[src/rtl/dast_pkg.sv]
// ----------------------------------------------------------------------------
// dast_pkg
// Types and codes shared by the device address slot table modules.
// ----------------------------------------------------------------------------
package dast_pkg;

  localparam int unsigned AddrWidth   = 48;
  localparam int unsigned ReqWidth    = 2;
  localparam int unsigned SlotInWidth = 4;
  localparam int unsigned StatusWidth = 3;
  localparam int unsigned SlotOutWidth = 3;

  // request codes
  localparam logic [ReqWidth-1:0] REQ_FIND  = 2'd0;
  localparam logic [ReqWidth-1:0] REQ_ALLOC = 2'd1;
  localparam logic [ReqWidth-1:0] REQ_FREE  = 2'd2;

  // response codes
  localparam logic [StatusWidth-1:0] STATUS_HIT       = 3'd0;
  localparam logic [StatusWidth-1:0] STATUS_ALLOCATED = 3'd1;
  localparam logic [StatusWidth-1:0] STATUS_MISS      = 3'd2;
  localparam logic [StatusWidth-1:0] STATUS_FULL      = 3'd3;
  localparam logic [StatusWidth-1:0] STATUS_FREED     = 3'd4;
  localparam logic [StatusWidth-1:0] STATUS_REJECTED  = 3'd5;

  // slot code that names no slot
  localparam logic [SlotInWidth-1:0] NULL_SLOT = 4'd8;

  typedef struct packed {
    logic [ReqWidth-1:0]    req_type;
    logic [AddrWidth-1:0]   device_address;
    logic [SlotInWidth-1:0] slot_index;
  } req_t;

  typedef struct packed {
    logic [StatusWidth-1:0]  status;
    logic [SlotOutWidth-1:0] result_slot;
  } rsp_t;

  typedef struct packed {
    logic ld_req;
    logic cmp_en;
    logic upd_en;
  } dast_cmd_t;

  typedef enum logic [1:0] {
    CTRL_IDLE,
    CTRL_CMP,
    CTRL_UPD
  } ctrl_state_e;

endpackage

[src/rtl/dast_datapath.sv]
// ----------------------------------------------------------------------------
// dast_datapath
// Slot storage, parallel address compare, lowest-slot encode and response
// register.
// ----------------------------------------------------------------------------
module dast_datapath import dast_pkg::*; #(
  parameter int unsigned SLOT_COUNT = 8
) (
  input  logic      clk_i,
  input  logic      rst_ni,
  input  dast_cmd_t cmd_i,
  input  req_t      req_i,
  output rsp_t      rsp_o
);

  localparam int unsigned IdxWidth = (SLOT_COUNT > 1) ? $clog2(SLOT_COUNT) : 1;
  localparam int unsigned ExtWidth = 7;

  req_t                  req_q;
  logic [SLOT_COUNT-1:0] in_use_q;
  logic [AddrWidth-1:0]  slot_addr_q [SLOT_COUNT];
  logic [SLOT_COUNT-1:0] match_d, match_q;
  logic [SLOT_COUNT-1:0] free_q;
  logic [IdxWidth-1:0]   hit_idx, free_idx, sel_idx;
  logic                  hit_any, free_any, free_ok;
  logic [ExtWidth-1:0]   sidx_ext;
  logic [IdxWidth-1:0]   rel_idx;
  logic                  set_en, clr_en;
  rsp_t                  rsp_d, rsp_q;

  // request word
  always_ff @(posedge clk_i) begin
    if (cmd_i.ld_req) begin
      req_q <= req_i;
    end
  end

  // parallel compare
  always_comb begin
    for (int i = 0; i < SLOT_COUNT; i++) begin
      match_d[i] = in_use_q[i] && (slot_addr_q[i] == req_q.device_address);
    end
  end

  always_ff @(posedge clk_i) begin
    if (cmd_i.cmp_en) begin
      match_q <= match_d;
      free_q  <= ~in_use_q;
    end
  end

  // lowest set bit
  always_comb begin
    hit_idx  = '0;
    free_idx = '0;
    for (int i = SLOT_COUNT - 1; i >= 0; i--) begin
      if (match_q[i]) begin
        hit_idx = IdxWidth'(i);
      end
      if (free_q[i]) begin
        free_idx = IdxWidth'(i);
      end
    end
    hit_any  = |match_q;
    free_any = |free_q;
  end

  assign sidx_ext = ExtWidth'(req_q.slot_index);
  assign rel_idx  = sidx_ext[IdxWidth-1:0];
  assign free_ok  = (req_q.slot_index != NULL_SLOT) &&
                    (sidx_ext < ExtWidth'(SLOT_COUNT)) && in_use_q[rel_idx];

  always_comb begin
    rsp_d   = '{status: STATUS_MISS, result_slot: '0};
    set_en  = 1'b0;
    clr_en  = 1'b0;
    sel_idx = free_idx;
    case (req_q.req_type)
      REQ_FIND: begin
        if (hit_any) begin
          rsp_d.status      = STATUS_HIT;
          rsp_d.result_slot = SlotOutWidth'(ExtWidth'(hit_idx));
        end
      end
      REQ_ALLOC: begin
        if (hit_any) begin
          rsp_d.status      = STATUS_HIT;
          rsp_d.result_slot = SlotOutWidth'(ExtWidth'(hit_idx));
        end else if (free_any) begin
          rsp_d.status      = STATUS_ALLOCATED;
          rsp_d.result_slot = SlotOutWidth'(ExtWidth'(free_idx));
          set_en            = 1'b1;
        end else begin
          rsp_d.status = STATUS_FULL;
        end
      end
      REQ_FREE: begin
        sel_idx = rel_idx;
        if (free_ok) begin
          rsp_d.status      = STATUS_FREED;
          rsp_d.result_slot = SlotOutWidth'(sidx_ext);
          clr_en            = 1'b1;
        end else begin
          rsp_d.status = STATUS_REJECTED;
        end
      end
      default: begin
        rsp_d.status = STATUS_MISS;
      end
    endcase
  end

  always_ff @(posedge clk_i or negedge rst_ni) begin
    if (!rst_ni) begin
      in_use_q <= '0;
    end else if (cmd_i.upd_en) begin
      if (set_en) begin
        in_use_q[sel_idx] <= 1'b1;
      end else if (clr_en) begin
        in_use_q[sel_idx] <= 1'b0;
      end
    end
  end

  always_ff @(posedge clk_i) begin
    if (cmd_i.upd_en && set_en) begin
      slot_addr_q[sel_idx] <= req_q.device_address;
    end
  end

  always_ff @(posedge clk_i) begin
    if (cmd_i.upd_en) begin
      rsp_q <= rsp_d;
    end
  end

  assign rsp_o = rsp_q;

endmodule

[src/rtl/dast_ctrl.sv]
// ----------------------------------------------------------------------------
// dast_ctrl
// Sequencer for load, compare and update steps, plus response valid flag.
// ----------------------------------------------------------------------------
module dast_ctrl import dast_pkg::*; (
  input  logic      clk_i,
  input  logic      rst_ni,
  input  logic      req_valid_i,
  output logic      req_ready_o,
  output logic      rsp_valid_o,
  input  logic      rsp_ready_i,
  output dast_cmd_t cmd_o
);

  ctrl_state_e state_q, state_d;
  logic        rsp_valid_q, rsp_valid_d;
  logic        out_free;

  assign out_free = !rsp_valid_q || rsp_ready_i;

  always_ff @(posedge clk_i or negedge rst_ni) begin
    if (!rst_ni) begin
      state_q     <= CTRL_IDLE;
      rsp_valid_q <= 1'b0;
    end else begin
      state_q     <= state_d;
      rsp_valid_q <= rsp_valid_d;
    end
  end

  always_comb begin
    state_d     = state_q;
    req_ready_o = 1'b0;
    cmd_o       = '0;
    case (state_q)
      CTRL_IDLE: begin
        req_ready_o = 1'b1;
        if (req_valid_i) begin
          cmd_o.ld_req = 1'b1;
          state_d      = CTRL_CMP;
        end
      end
      CTRL_CMP: begin
        cmd_o.cmp_en = 1'b1;
        state_d      = CTRL_UPD;
      end
      CTRL_UPD: begin
        if (out_free) begin
          cmd_o.upd_en = 1'b1;
          req_ready_o  = 1'b1;
          if (req_valid_i) begin
            cmd_o.ld_req = 1'b1;
            state_d      = CTRL_CMP;
          end else begin
            state_d = CTRL_IDLE;
          end
        end
      end
      default: begin
        state_d = CTRL_IDLE;
      end
    endcase

    if (cmd_o.upd_en) begin
      rsp_valid_d = 1'b1;
    end else if (rsp_ready_i) begin
      rsp_valid_d = 1'b0;
    end else begin
      rsp_valid_d = rsp_valid_q;
    end
  end

  assign rsp_valid_o = rsp_valid_q;

  a_accept_to_cmp: assert property (@(posedge clk_i) disable iff (!rst_ni)
    req_valid_i && req_ready_o |=> state_q == CTRL_CMP)
    else $error("accepted word did not enter compare");

  a_cmp_to_upd: assert property (@(posedge clk_i) disable iff (!rst_ni)
    state_q == CTRL_CMP |=> state_q == CTRL_UPD)
    else $error("compare not followed by update");

  a_no_overwrite: assert property (@(posedge clk_i) disable iff (!rst_ni)
    cmd_o.upd_en |-> (!rsp_valid_q || rsp_ready_i))
    else $error("response overwritten before taken");

  a_cmp_not_ready: assert property (@(posedge clk_i) disable iff (!rst_ni)
    state_q == CTRL_CMP |-> !req_ready_o)
    else $error("ready during compare");

endmodule

[src/rtl/device_address_slot_table_core.sv]
// ----------------------------------------------------------------------------
// device_address_slot_table_core
// Associative slot table keyed by 48-bit device address: find, allocate and
// free requests, one response word per request.
// ----------------------------------------------------------------------------
// Each accepted request word is loaded into the request register; the compare
// step registers the parallel address compare against all slots in use; the
// update step picks the lowest matching or free slot (the named slot for a
// free), updates the table and loads the response register, and may take a
// new word while the response side keeps up; an untaken response holds it.
module device_address_slot_table_core import dast_pkg::*; #(
  parameter int unsigned SLOT_COUNT = 8
) (
  input  logic clk_i,
  input  logic rst_ni,
  input  req_t req_i,
  input  logic req_valid_i,
  output logic req_ready_o,
  output rsp_t rsp_o,
  output logic rsp_valid_o,
  input  logic rsp_ready_i
);

  dast_cmd_t cmd;

  dast_ctrl u_ctrl (
    .clk_i       (clk_i),
    .rst_ni      (rst_ni),
    .req_valid_i (req_valid_i),
    .req_ready_o (req_ready_o),
    .rsp_valid_o (rsp_valid_o),
    .rsp_ready_i (rsp_ready_i),
    .cmd_o       (cmd)
  );

  dast_datapath #(
    .SLOT_COUNT (SLOT_COUNT)
  ) u_datapath (
    .clk_i  (clk_i),
    .rst_ni (rst_ni),
    .cmd_i  (cmd),
    .req_i  (req_i),
    .rsp_o  (rsp_o)
  );

endmodule

[config.mk]
export PLATFORM = sky130hd
export DESIGN_NAME = device_address_slot_table_core
export DESIGN_NICKNAME = d
export VERILOG_FILES = /design/src/rtl/dast_pkg.sv /design/src/rtl/dast_datapath.sv /design/src/rtl/dast_ctrl.sv /design/src/rtl/device_address_slot_table_core.sv
export SDC_FILE = /design/constraint.sdc
export NUM_CORES = 1
export LEC_CHECK = 0
export BUFFER_PORTS_ARGS = -buffer_cell sky130_fd_sc_hd__buf_2
export CORE_MARGIN = 8
export CORE_UTILIZATION = 35
export CTS_BUF_LIST = sky130_fd_sc_hd__clkbuf_4 sky130_fd_sc_hd__clkbuf_8 sky130_fd_sc_hd__clkbuf_16
export CTS_CLUSTER_SIZE = 20
export DETAILED_ROUTE_END_ITERATION = 16
export HOLD_SLACK_MARGIN = 0.06
export PLACE_DENSITY = 0.59
export SYNTH_ARGS = -nofsm -noshare
export SYNTH_HDL_FRONTEND = slang
export SYNTH_HIERARCHICAL = 1
export SYNTH_SLANG_ARGS = --single-unit
[constraint.sdc]
create_clock -name clk_i -period 10.8 [get_ports clk_i]
set_input_delay 1.08 -clock clk_i [delete_from_list [all_inputs] [get_ports clk_i]]
set_output_delay 1.08 -clock clk_i [all_outputs]
set_load 0.05 [all_outputs]
==> impl_metrics.tcl, run 1 <==
set metrics [dict create \
    outcome "complete, no violations" \
    ant_nets 0 \
    synth_cells 1174 \
    synth_compound_area_share_pct 2.55 \
    required_ns 11.01 \
    worst_slew_pin_slew_ns 1.26 \
    routed_wl_um 46000 \
    cts.sinks 471 \
    clk_pin_slew_worst_paths_ns 0.05 \
    io_pins 66 \
    critPathLaunchType "primary input" \
    crit_type "primary input to flip-flop" \
    grtUsageTotal_pct 14.6 \
    cap_violations 0 \
    tns_ns 0 \
    die-area_um2 63100 \
    synth.avg_cell_area_um2 16.5 \
    rr_worst_depth 6 \
    synth_top_area_share_pct 71.4 \
    use_met2_pct 23.9 \
    finalNonFillerCells 2039 \
    drtIter0Drc 840 \
    cts_tree "yes" \
    min-delay-path-class "primary input to async pin" \
    dpl.cell_count 1949 \
    synth_edf_count 460 \
    ys_seq_area_share_pct 72.8 \
    dp_hpwl_um 28200 \
    clock_skew_ns 0.0261 \
    post_drt_via_cell_ratio 4.92 \
    synth-simple-area-share_pct 6.04 \
    vias 10000 \
    drtPass1Iterations 5 \
    hold_violations 0 \
    die_w_um 251 \
    slew_headroom_pct 15.6 \
    overflow 0 \
    synth_top_family_by_area "XOR/XNOR gates" \
    synth_area_um2 19400 \
    clock-root-buffer "clkbuf_16" \
    wire_per_inst_um 22.6 \
    portBuffers 65 \
    synth.most_common_cell "edfxtp_1" \
    insertion_delay_ns 0.60 \
    yosys_warnings 6 \
    setup_ws_ns 7.41 \
    fin_nets 1355 \
    numCtsBuffers 50 \
    initial_core_util_pct 35.3 \
    syn_nets 1232 \
    drcViolationCount 0 \
    leakage_nw 7.36 \
    core-area_um2 54900 \
    drive_above_1_share_pct 16.9 \
    ys.flop_type "edfxtp_1" \
    grt_use_met3_pct 2.38 \
    yosysTopAreaCell "edfxtp_1" \
    antenna_found_initial 0 \
    gr-usage-met1_pct 19.8 \
    place_ws_ns 6.73 \
    clock.fmax_mhz 295 \
    synth_area_leaders "edfxtp_1 (71%), xor2_1 (9.3%), xnor2_1 (6.8%)" \
    ir_drop_uv 122 \
    synthMuxAreaShare_pct 0.394 \
    htreeDepth 2 \
    holdBufCountCts 0 \
    pwr_density_cell_nw_per_um2 177 \
    grt_max_degree 55 \
    synthXorXnorAreaFrac_pct 16.2 \
    synthTopCellsByCount "edfxtp_1 (460), xor2_1 (206), xnor2_1 (151), nor4_1 (59), nand4_1 (47)" \
    gp_congestion 0.819 \
    grt-busiest-layer "met2" \
    grt_pass1_wl_um 68400 \
    rsz0062_at_grt "false" \
    ys_types 58 \
    critPathMaxFanout 36 \
    async_flop_share_pct 2.34 \
    syn_to_final_growth_pct 15.4 \
    period_share_pct 31.4 \
    critPathArrivalTime_ns 3.60 \
    postCtsSetupBuffers 0 \
    endpoint_kind "flip-flop" \
    slew_viol_final 0 \
    post-route-util_pct 40.7 \
    fill_cells 5008 \
    first_global_vias 10300 \
    setup_viol 0 \
    placementRows 86 \
    cts_resized 0 \
    dieHeight_um 251 \
    fin_crit_ns 3.39 \
    diodes 0 \
    synth-seq-cells 471 \
    synthAdderAreaFrac_pct 0 \
    cts_max_path_buffers 3 \
    power_mw 3.96 \
]
-- routing by layer --
metal	up-vias	wire (um)
met3	69	2000
met2	243	21800
li1	4612	-
met1	5114	21000
met5	-	0
met4	0	1170
-- stage by stage --
stage	cell area, um2	hold slack (ns)
2_1_floorplan	19400	0.482
6_report	22300	0.376
4_1_cts	22300	0.347
3_5_place_dp	20800	0.516
3_3_place_gp	20800	0.497
5_1_grt	22300	0.358
-- cells in the final DEF (no fill, tap or decap), types with 5 or more instances in the layout --
| cell | synthesis | layout |
|---|---|---|
| a21oi_1 | 9 | 8 |
| buf_2 | 46 | 65 |
| buf_4 | 2 | 57 |
| clkbuf_16 | 0 | 50 |
| clkbuf_4 | 0 | 11 |
| clkinv_1 | 0 | 16 |
| clkinv_2 | 0 | 8 |
| dfrtp_1 | 11 | 11 |
| edfxtp_1 | 460 | 460 |
| inv_1 | 34 | 34 |
| nand2_1 | 16 | 16 |
| nand2b_1 | 5 | 5 |
| nand3_1 | 6 | 6 |
| nand4_1 | 47 | 47 |
| nor2_1 | 20 | 15 |
| nor2_4 | 0 | 5 |
| nor3_1 | 20 | 17 |
| nor4_1 | 59 | 59 |
| o22ai_1 | 16 | 16 |
| xnor2_1 | 151 | 151 |
| xor2_1 | 206 | 206 |
-- area by class of cell --
| cell class | instances | area (um2) | share of cell area [%] |
|---|---|---|---|
| multi-input cells | 617 | 4930 | 22.1 |
| flip-flops and latches | 471 | 14100 | 63.1 |
| inverters | 35 | 136 | 0.611 |
| clock inverters | 29 | 205 | 0.919 |
| clock buffers | 61 | 1330 | 5.97 |
| repair buffers | 122 | 753 | 3.37 |
| well taps | 704 | 881 | 3.95 |
-- power by group --
| group | total (mW) | switching [mW] | internal [mW] |
|---|---|---|---|
| Combinational | 0.273 | 0.184 | 0.0885 |
| Sequential | 2.07 | 0.0224 | 2.05 |
| Clock | 1.62 | 0.692 | 0.925 |
-- worst paths after layout --
check                                                          endpoint                            from  slack, ns
worst max-delay path            u_datapath/slot_addr_q[5][12]$_DFFE_PP_                     rsp_ready_i       7.41
worst min-delay path                      u_ctrl/state_q[1]$_DFFE_PN0P_                          rst_ni       0.38
worst max register to register  u_datapath/slot_addr_q[5][12]$_DFFE_PP_  u_datapath/free_q[0]$_DFFE_PP_       7.46
worst min register to register           u_ctrl/rsp_valid_o$_DFFE_PN0P_  u_ctrl/rsp_valid_o$_DFFE_PN0P_       0.53
max in group asynchronous                                     async pin                          rst_ni      10.20
min in group clk_i                       u_ctrl/rsp_valid_o$_DFFE_PN0P_  u_ctrl/rsp_valid_o$_DFFE_PN0P_       0.53
-- worst max-delay path: stages --
cell and delay, ns:
buf_2 0.09, nor2b_2 0.06, nor2_1 0.67, nand3b_4 0.24, nor3_2 0.83, buf_4 0.60
-- cells by family (layout without fill, tap and decap cells) --
| group | count (synthesis) | after routing |
|---|---|---|
| AOI/OAI and AO/OA | 62 | 62 |
| xor gates and xnor gates | 357 | 357 |
| buffers and inverters | 86 | 247 |
| DFF | 471 | 471 |
| muxes | 5 | 5 |
| and+or+nand+nor | 193 | 193 |
-- flip-flops by register name, indices dropped and copies added (netlist names), named ones only --
name,flops
u_ctrl/state_q,2
u_datapath/match_q,8
u_datapath/rel_idx,3
u_datapath/rsp_o,6
u_datapath/req_q,51
u_datapath/slot_addr_q,384
u_ctrl/rsp_valid_o,1
u_datapath/free_q,8
No activity file was read; power rests on OpenSTA's default activity.
==> run 2: changes to the inputs <==
--- a/config.mk
+++ b/config.mk
@@ -5,6 +5,7 @@
 export SDC_FILE = /design/constraint.sdc
 export NUM_CORES = 1
 export LEC_CHECK = 0
+export ABC_AREA = 1
 export BUFFER_PORTS_ARGS = -buffer_cell sky130_fd_sc_hd__buf_2
 export CORE_MARGIN = 8
 export CORE_UTILIZATION = 35
==> constraint.sdc (replaced) <==
create_clock -name clk_i -period 3.5 [get_ports clk_i]
set_input_delay 0.35 -clock clk_i [delete_from_list [all_inputs] [get_ports clk_i]]
set_output_delay 0.35 -clock clk_i [all_outputs]
set_load 0.05 [all_outputs]
==> impl_metrics.tcl, run 2 <==
set metrics [dict create \
    clock.fmax_mhz 387 \
    min-delay-path-class "primary input to flip-flop" \
    rsz0062_at_grt "false" \
    overflow 0 \
    cap_violations 0 \
    critPathMostFrequentCell "inv_2" \
    mostFrequentLayoutCells "edfxtp_1 (460), nand2_1 (282), nor2_1 (134)" \
    insertion_delay_ns 0.64 \
    drtPass1Iterations 6 \
    r2r_slack_ns 0.92 \
    async_flop_share_pct 2.34 \
    cts_resized 0 \
    grt_pass1_wl_um 94100 \
    critPathArrivalTime_ns 2.88 \
    drtIter0Drc 1941 \
    synthTopCellsByCount "edfxtp_1 (460), nand2_1 (282), nor2_1 (134), xnor2_1 (114), inv_1 (97)" \
    crit_type "flip-flop to flip-flop" \
    hold_depth 5 \
    reg2reg_from "u_ctrl/state_q[1]$_DFFE_PN0P_" \
    rr_worst_depth 9 \
    top_register "u_datapath/slot_addr_q" \
    drive_above_1_share_pct 16.1 \
    htreeDepth 2 \
    dieHeight_um 255 \
    critPathLaunchType "flip-flop" \
    grt_max_degree 49 \
    die-area_um2 65000 \
    clock-root-buffer "clkbuf_16" \
    syn_nets 1633 \
    endpoint_kind "flip-flop" \
    yosysTopAreaCell "edfxtp_1" \
    synth_area_um2 20000 \
    syn_to_final_growth_pct 19.3 \
    worstPathCellList "inv_2, nor2_2, nand2_2, inv_1, nand2_2, inv_2, nand3_1, inv_2, buf_4" \
    critical_path.max_stage_delay_ns 0.56 \
    tns_ns 0 \
    antenna_found_initial 6 \
    post_drt_via_cell_ratio 5.30 \
    critPathMaxFanout 26 \
    largest_reg_flops 384 \
    ys.flop_type "edfxtp_1" \
    synth-seq-cells 471 \
    initial_core_util_pct 35.4 \
    fin_nets 1845 \
    cts.sinks 471 \
    dp_hpwl_um 46300 \
    hold_violations 0 \
    required_ns 3.80 \
    outcome "complete, no violations" \
    numCtsBuffers 52 \
    pwr_density_cell_nw_per_um2 537 \
    placementRows 87 \
    ys_seq_area_share_pct 70.6 \
    ys_types 41 \
    fin_crit_ns 2.58 \
    io_pins 66 \
    seqCellArea_um2 14100 \
    die_w_um 255 \
    clock_skew_ns 0.0414 \
    ir_drop_uv 334 \
    post-route-util_pct 42.3 \
    fill_cells 5310 \
    routed_wl_um 66200 \
    final_common_cell "edfxtp_1" \
    slew_headroom_pct 37.4 \
    ant_nets 0 \
    worst_hold_path.endpoint "u_ctrl/state_q[0]$_DFFE_PN0P_" \
    synth.most_common_cell "edfxtp_1" \
    setup_viol 0 \
    wire_per_inst_um 25.6 \
    synth_area_leaders "edfxtp_1 (69%), nand2_1 (5.3%), xnor2_1 (5.0%)" \
    synth_cells 1575 \
    core-area_um2 56400 \
    leakage_nw 8.42 \
    synth.avg_cell_area_um2 12.7 \
    synth_top_area_share_pct 69.2 \
    first_global_vias 13400 \
    clk_pin_slew_worst_paths_ns 0.06 \
    place_ws_ns 0.908 \
    vias 13700 \
    portBuffers 65 \
    r2r_end "u_datapath/slot_addr_q[6][37]$_DFFE_PP_" \
    cts_max_path_buffers 3 \
    synth_edf_count 460 \
    yosys_warnings 6 \
    gp_congestion 0.977 \
    slew_viol_final 0 \
    grtUsageTotal_pct 20.3 \
    setup_ws_ns 0.916 \
    drcViolationCount 0 \
    top_regs "u_datapath/slot_addr_q x384, u_datapath/req_q x51" \
    period_share_pct 73.8 \
    worst_slew_pin_slew_ns 0.932 \
    cpMaxStageDelayCell "inv_2" \
    min-delay-start "req_valid_i" \
    multi_input_area_um2 5070 \
    cts_tree "yes" \
]
==> run 2: changes by cell type in the layout (fill, tap and decap cells not counted), sizes merged, moves of 26 or more <==
cell,before,now
dlygate4sd3,0,56
nor4,64,5
o22ai,16,57
inv,37,128
xnor2,151,114
o21ai,3,106
xor2,206,25
nand2,18,290
nand3,7,54
nor2,20,141
buf,122,148
==> run 2: power breakdown <==
group          leakage, nW  internal, mW  switching [mW]
clock                0.849          3.19            2.29
combinational         3.27         0.291           0.667
sequential            4.30          6.28          0.0778
==> run 2: worst max-delay path by stage <==
stage                                               start                                 endpoint  slack [ns]  cells after the start
after floorplan            u_ctrl/rsp_valid_o$_DFFE_PN0P_   u_datapath/slot_addr_q[0][0]$_DFFE_PP_       -1.46                      6
after global placement     u_datapath/free_q[6]$_DFFE_PP_  u_datapath/slot_addr_q[5][15]$_DFFE_PP_        0.91                     12
after detailed placement   u_datapath/free_q[6]$_DFFE_PP_  u_datapath/slot_addr_q[5][22]$_DFFE_PP_        0.91                     12
after CTS                 u_datapath/match_q[6]$_DFFE_PP_  u_datapath/slot_addr_q[6][37]$_DFFE_PP_        0.89                     10
after global routing       u_datapath/free_q[6]$_DFFE_PP_  u_datapath/slot_addr_q[5][38]$_DFFE_PP_        0.71                     12
final                       u_ctrl/state_q[1]$_DFFE_PN0P_  u_datapath/slot_addr_q[6][37]$_DFFE_PP_        0.92                      9
==> run 2: metrics by stage <==
| stage | power (mW) | instance area (um2) | hold slack (ns) | cells |
|---|---|---|---|---|
| 6_report | 12.8 | 23800 | 0.105 | 2586 |
| 5_1_grt | 13.1 | 23800 | 0.125 | 2585 |
| 4_1_cts | 12.9 | 23800 | 0.0830 | 2585 |
| 3_5_place_dp | 7.38 | 21600 | 0.249 | 2433 |
| 3_3_place_gp | 7.37 | 21600 | 0.249 | 2433 |
| 2_1_floorplan | 6.93 | 20000 | 0.0544 | 1575 |
==> run 2: layout make-up <==
cell class,instances,share of cell area (%)
flip-flops and latches,471,59.1
multi-input cells,933,21.3
repair buffers,204,6.49
clock buffers,63,5.81
well taps,756,3.97
inverters,125,1.99
clock inverters,33,1.33
diodes,1,0.0105
==> run 2: repair_timing <==
item	in CTS	in global routing
endpoints found under the hold margin	67	0
hold buffers	56	0
setup endpoints to repair	0	0
buffers inserted	0	0
==> run 2: logic make-up (layout without fill, tap and decap cells) <==
family,after synthesis,after routing,share of synthesized area [%]
compound gates,224,224,6.89
simple gates,570,570,12.3
xor+xnor,139,139,6.10
flops,471,471,70.6
buf+inv,171,425,4.14
other cells,0,1,0
==> run 2: layer usage <==
layer	part of all wire, %	up-vias	track usage, %
met5	0.035	-	0
met4	5.6	4	10.3
met3	9.6	190	4.01
met2	45	795	31.8
met1	40	6673	26.8
li1	-	6042	-
==> run 2: critical path: cells and delay by family, from the launching register on <==
kind,cells,cell delay [ns]
buffers and inverters,5,1.33
flip-flops,1,0.39
AND/OR/NAND/NOR,4,0.53
==> run 3: changes to the inputs <==
==> constraint.sdc (replaced) <==
create_clock -name clk_i -period 2.45 [get_ports clk_i]
set_input_delay 0.245 -clock clk_i [delete_from_list [all_inputs] [get_ports clk_i]]
set_output_delay 0.245 -clock clk_i [all_outputs]
set_load 0.05 [all_outputs]
==> impl_metrics.tcl, run 3 (same netlist as run 2, synthesis figures left out) <==
set metrics [dict create \
    outcome "complete, no violations" \
    path_delay_family "simple AND/OR/NAND/NOR gates" \
    grt_max_degree 55 \
    setup_ws_ns 0.134 \
    worst_slew_pin_slew_ns 0.838 \
    diodes 0 \
    fin_crit_ns 2.32 \
    routed_wl_um 68400 \
    clk_pin_slew_worst_paths_ns 0.06 \
    gp_congestion 0.981 \
    insertion_delay_ns 0.60 \
    cts_max_path_buffers 3 \
    drcViolationCount 0 \
    drtIter0Drc 1426 \
    required_ns 2.92 \
    antenna_found_initial 0 \
    htreeDepth 2 \
    initial_core_util_pct 35.4 \
    period_share_pct 94.5 \
    final_common_cell "edfxtp_1" \
    pwr_density_cell_nw_per_um2 731 \
    clock_skew_ns 0.0201 \
    power_mw 18.0 \
    hold_depth 2 \
    rsz0062_at_grt "false" \
    fill_cells 5269 \
    cts.sinks 471 \
    critPathMaxFanout 6 \
    dpl.cell_count 2523 \
    ir_drop_uv 520 \
    drtPass1Iterations 6 \
    min-delay-path-class "primary input to flip-flop" \
    wire_per_inst_um 25.6 \
    critical_path.max_stage_delay_ns 0.48 \
    multi_input_area_um2 5110 \
    endpoint_kind "flip-flop" \
    top_register "u_datapath/slot_addr_q" \
    post_drt_via_cell_ratio 5.23 \
    grt_pass1_wl_um 96400 \
    cap_violations 0 \
    critPathLaunchType "flip-flop" \
    first_global_vias 13500 \
    leakage_nw 8.84 \
    setup_viol 0 \
    critPathArrivalTime_ns 2.78 \
    syn_to_final_growth_pct 23.6 \
    clock-root-buffer "clkbuf_16" \
    cpMaxStageDelayCell "edfxtp_1" \
    slew_headroom_pct 44.1 \
    ant_nets 0 \
    drive_above_1_share_pct 19.9 \
    numCtsBuffers 52 \
    grtUsageTotal_pct 20.9 \
    tns_ns 0 \
    io_pins 66 \
    finalNonFillerCells 2673 \
    worstPathCellList "inv_1, buf_4, buf_4, o21ai_0, nor2_1, nand4_1, nor2_1, nand4_1, nor2_1, buf_4" \
    cts_tree "yes" \
    rr_worst_depth 10 \
    die-area_um2 65000 \
    fin_nets 1938 \
    hold_violations 0 \
    critical_path_depth 10 \
    top_regs "u_datapath/slot_addr_q x384, u_datapath/req_q x51" \
    portBuffers 65 \
    core-area_um2 56400 \
    critPathBufInv 4 \
    dp_hpwl_um 50100 \
    vias 14000 \
    slew_viol_final 0 \
    largest_reg_flops 384 \
    mostFrequentLayoutCells "edfxtp_1 (460), nand2_1 (278), buf_4 (156)" \
    dieHeight_um 255 \
    crit_type "flip-flop to flip-flop" \
    place_ws_ns 0.219 \
    seqCellArea_um2 14100 \
    overflow 0 \
    die_w_um 255 \
    clock.fmax_mhz 432 \
    placementRows 87 \
]
## run 3: cell count changes in the layout (fill, tap and decap cells not counted), moves of 5 or more
cell | before | now
buf_4 | 80 | 156
buf_12 | 3 | 18
clkinvlp_4 | 0 | 7
clkinv_2 | 8 | 3
inv_2 | 32 | 27
## run 3: cell type report
class | count | area share [%]
inverters | 125 | 2.00
clock buffers | 62 | 5.58
multi-input cells | 933 | 20.7
flip-flops and latches | 471 | 57.1
repair buffers | 297 | 9.88
clock inverters | 29 | 0.898
well taps | 756 | 3.83
## run 3: metal layers
metal  global-route usage, %  up-vias  part of all wire, %
li1                        -     6229                    -
met1                    28.0     6882                   41
met2                    33.0      721                   46
met3                    4.10      136                  8.9
met4                    8.81        0                  4.5
met5                       0        -                    0
## run 3: worst paths after layout
check	startpoint	end	slack (ns)
hold / removal	req_i[37]	u_datapath/req_q[37]$_DFFE_PP_	0.35
hold reg to reg	flip-flop	flip-flop	0.47
min in group asynchronous	rst_ni	u_ctrl/state_q[0]$_DFFE_PN0P_	0.72
max in group asynchronous	rst_ni	u_ctrl/rsp_valid_o$_DFFE_PN0P_	1.30
setup reg to reg	u_datapath/req_q[45]$_DFFE_PP_	u_datapath/match_q[5]$_DFFE_PP_	0.13
setup / recovery	u_datapath/req_q[45]$_DFFE_PP_	u_datapath/match_q[5]$_DFFE_PP_	0.13
## run 3: power by group
| part | total, mW | internal, mW | switching [mW] | leakage [nW] |
|---|---|---|---|---|
| Sequential | 9.10 | 8.98 | 0.120 | 4.30 |
| Combinational | 1.46 | 0.525 | 0.938 | 3.76 |
| Clock | 7.48 | 4.29 | 3.19 | 0.785 |
## run 3: repair_timing
action | CTS | global route
hold endpoints to repair | 68 | 0
hold buffers | 58 | 0
gates resized for setup | 0 | 1
setup endpoints to repair | 0 | 37
setup buffers | 0 | 1
## run 3: through the flow
step                hold WS [ns]  cell area (um2)  utilization, %
finish                     0.350            24700            43.8
global route               0.324            24700            43.8
CTS                        0.314            24600            43.7
detailed placement         0.151            22500            39.9
global placement           0.144            22500            39.9
floorplan                -0.0506            20000               -
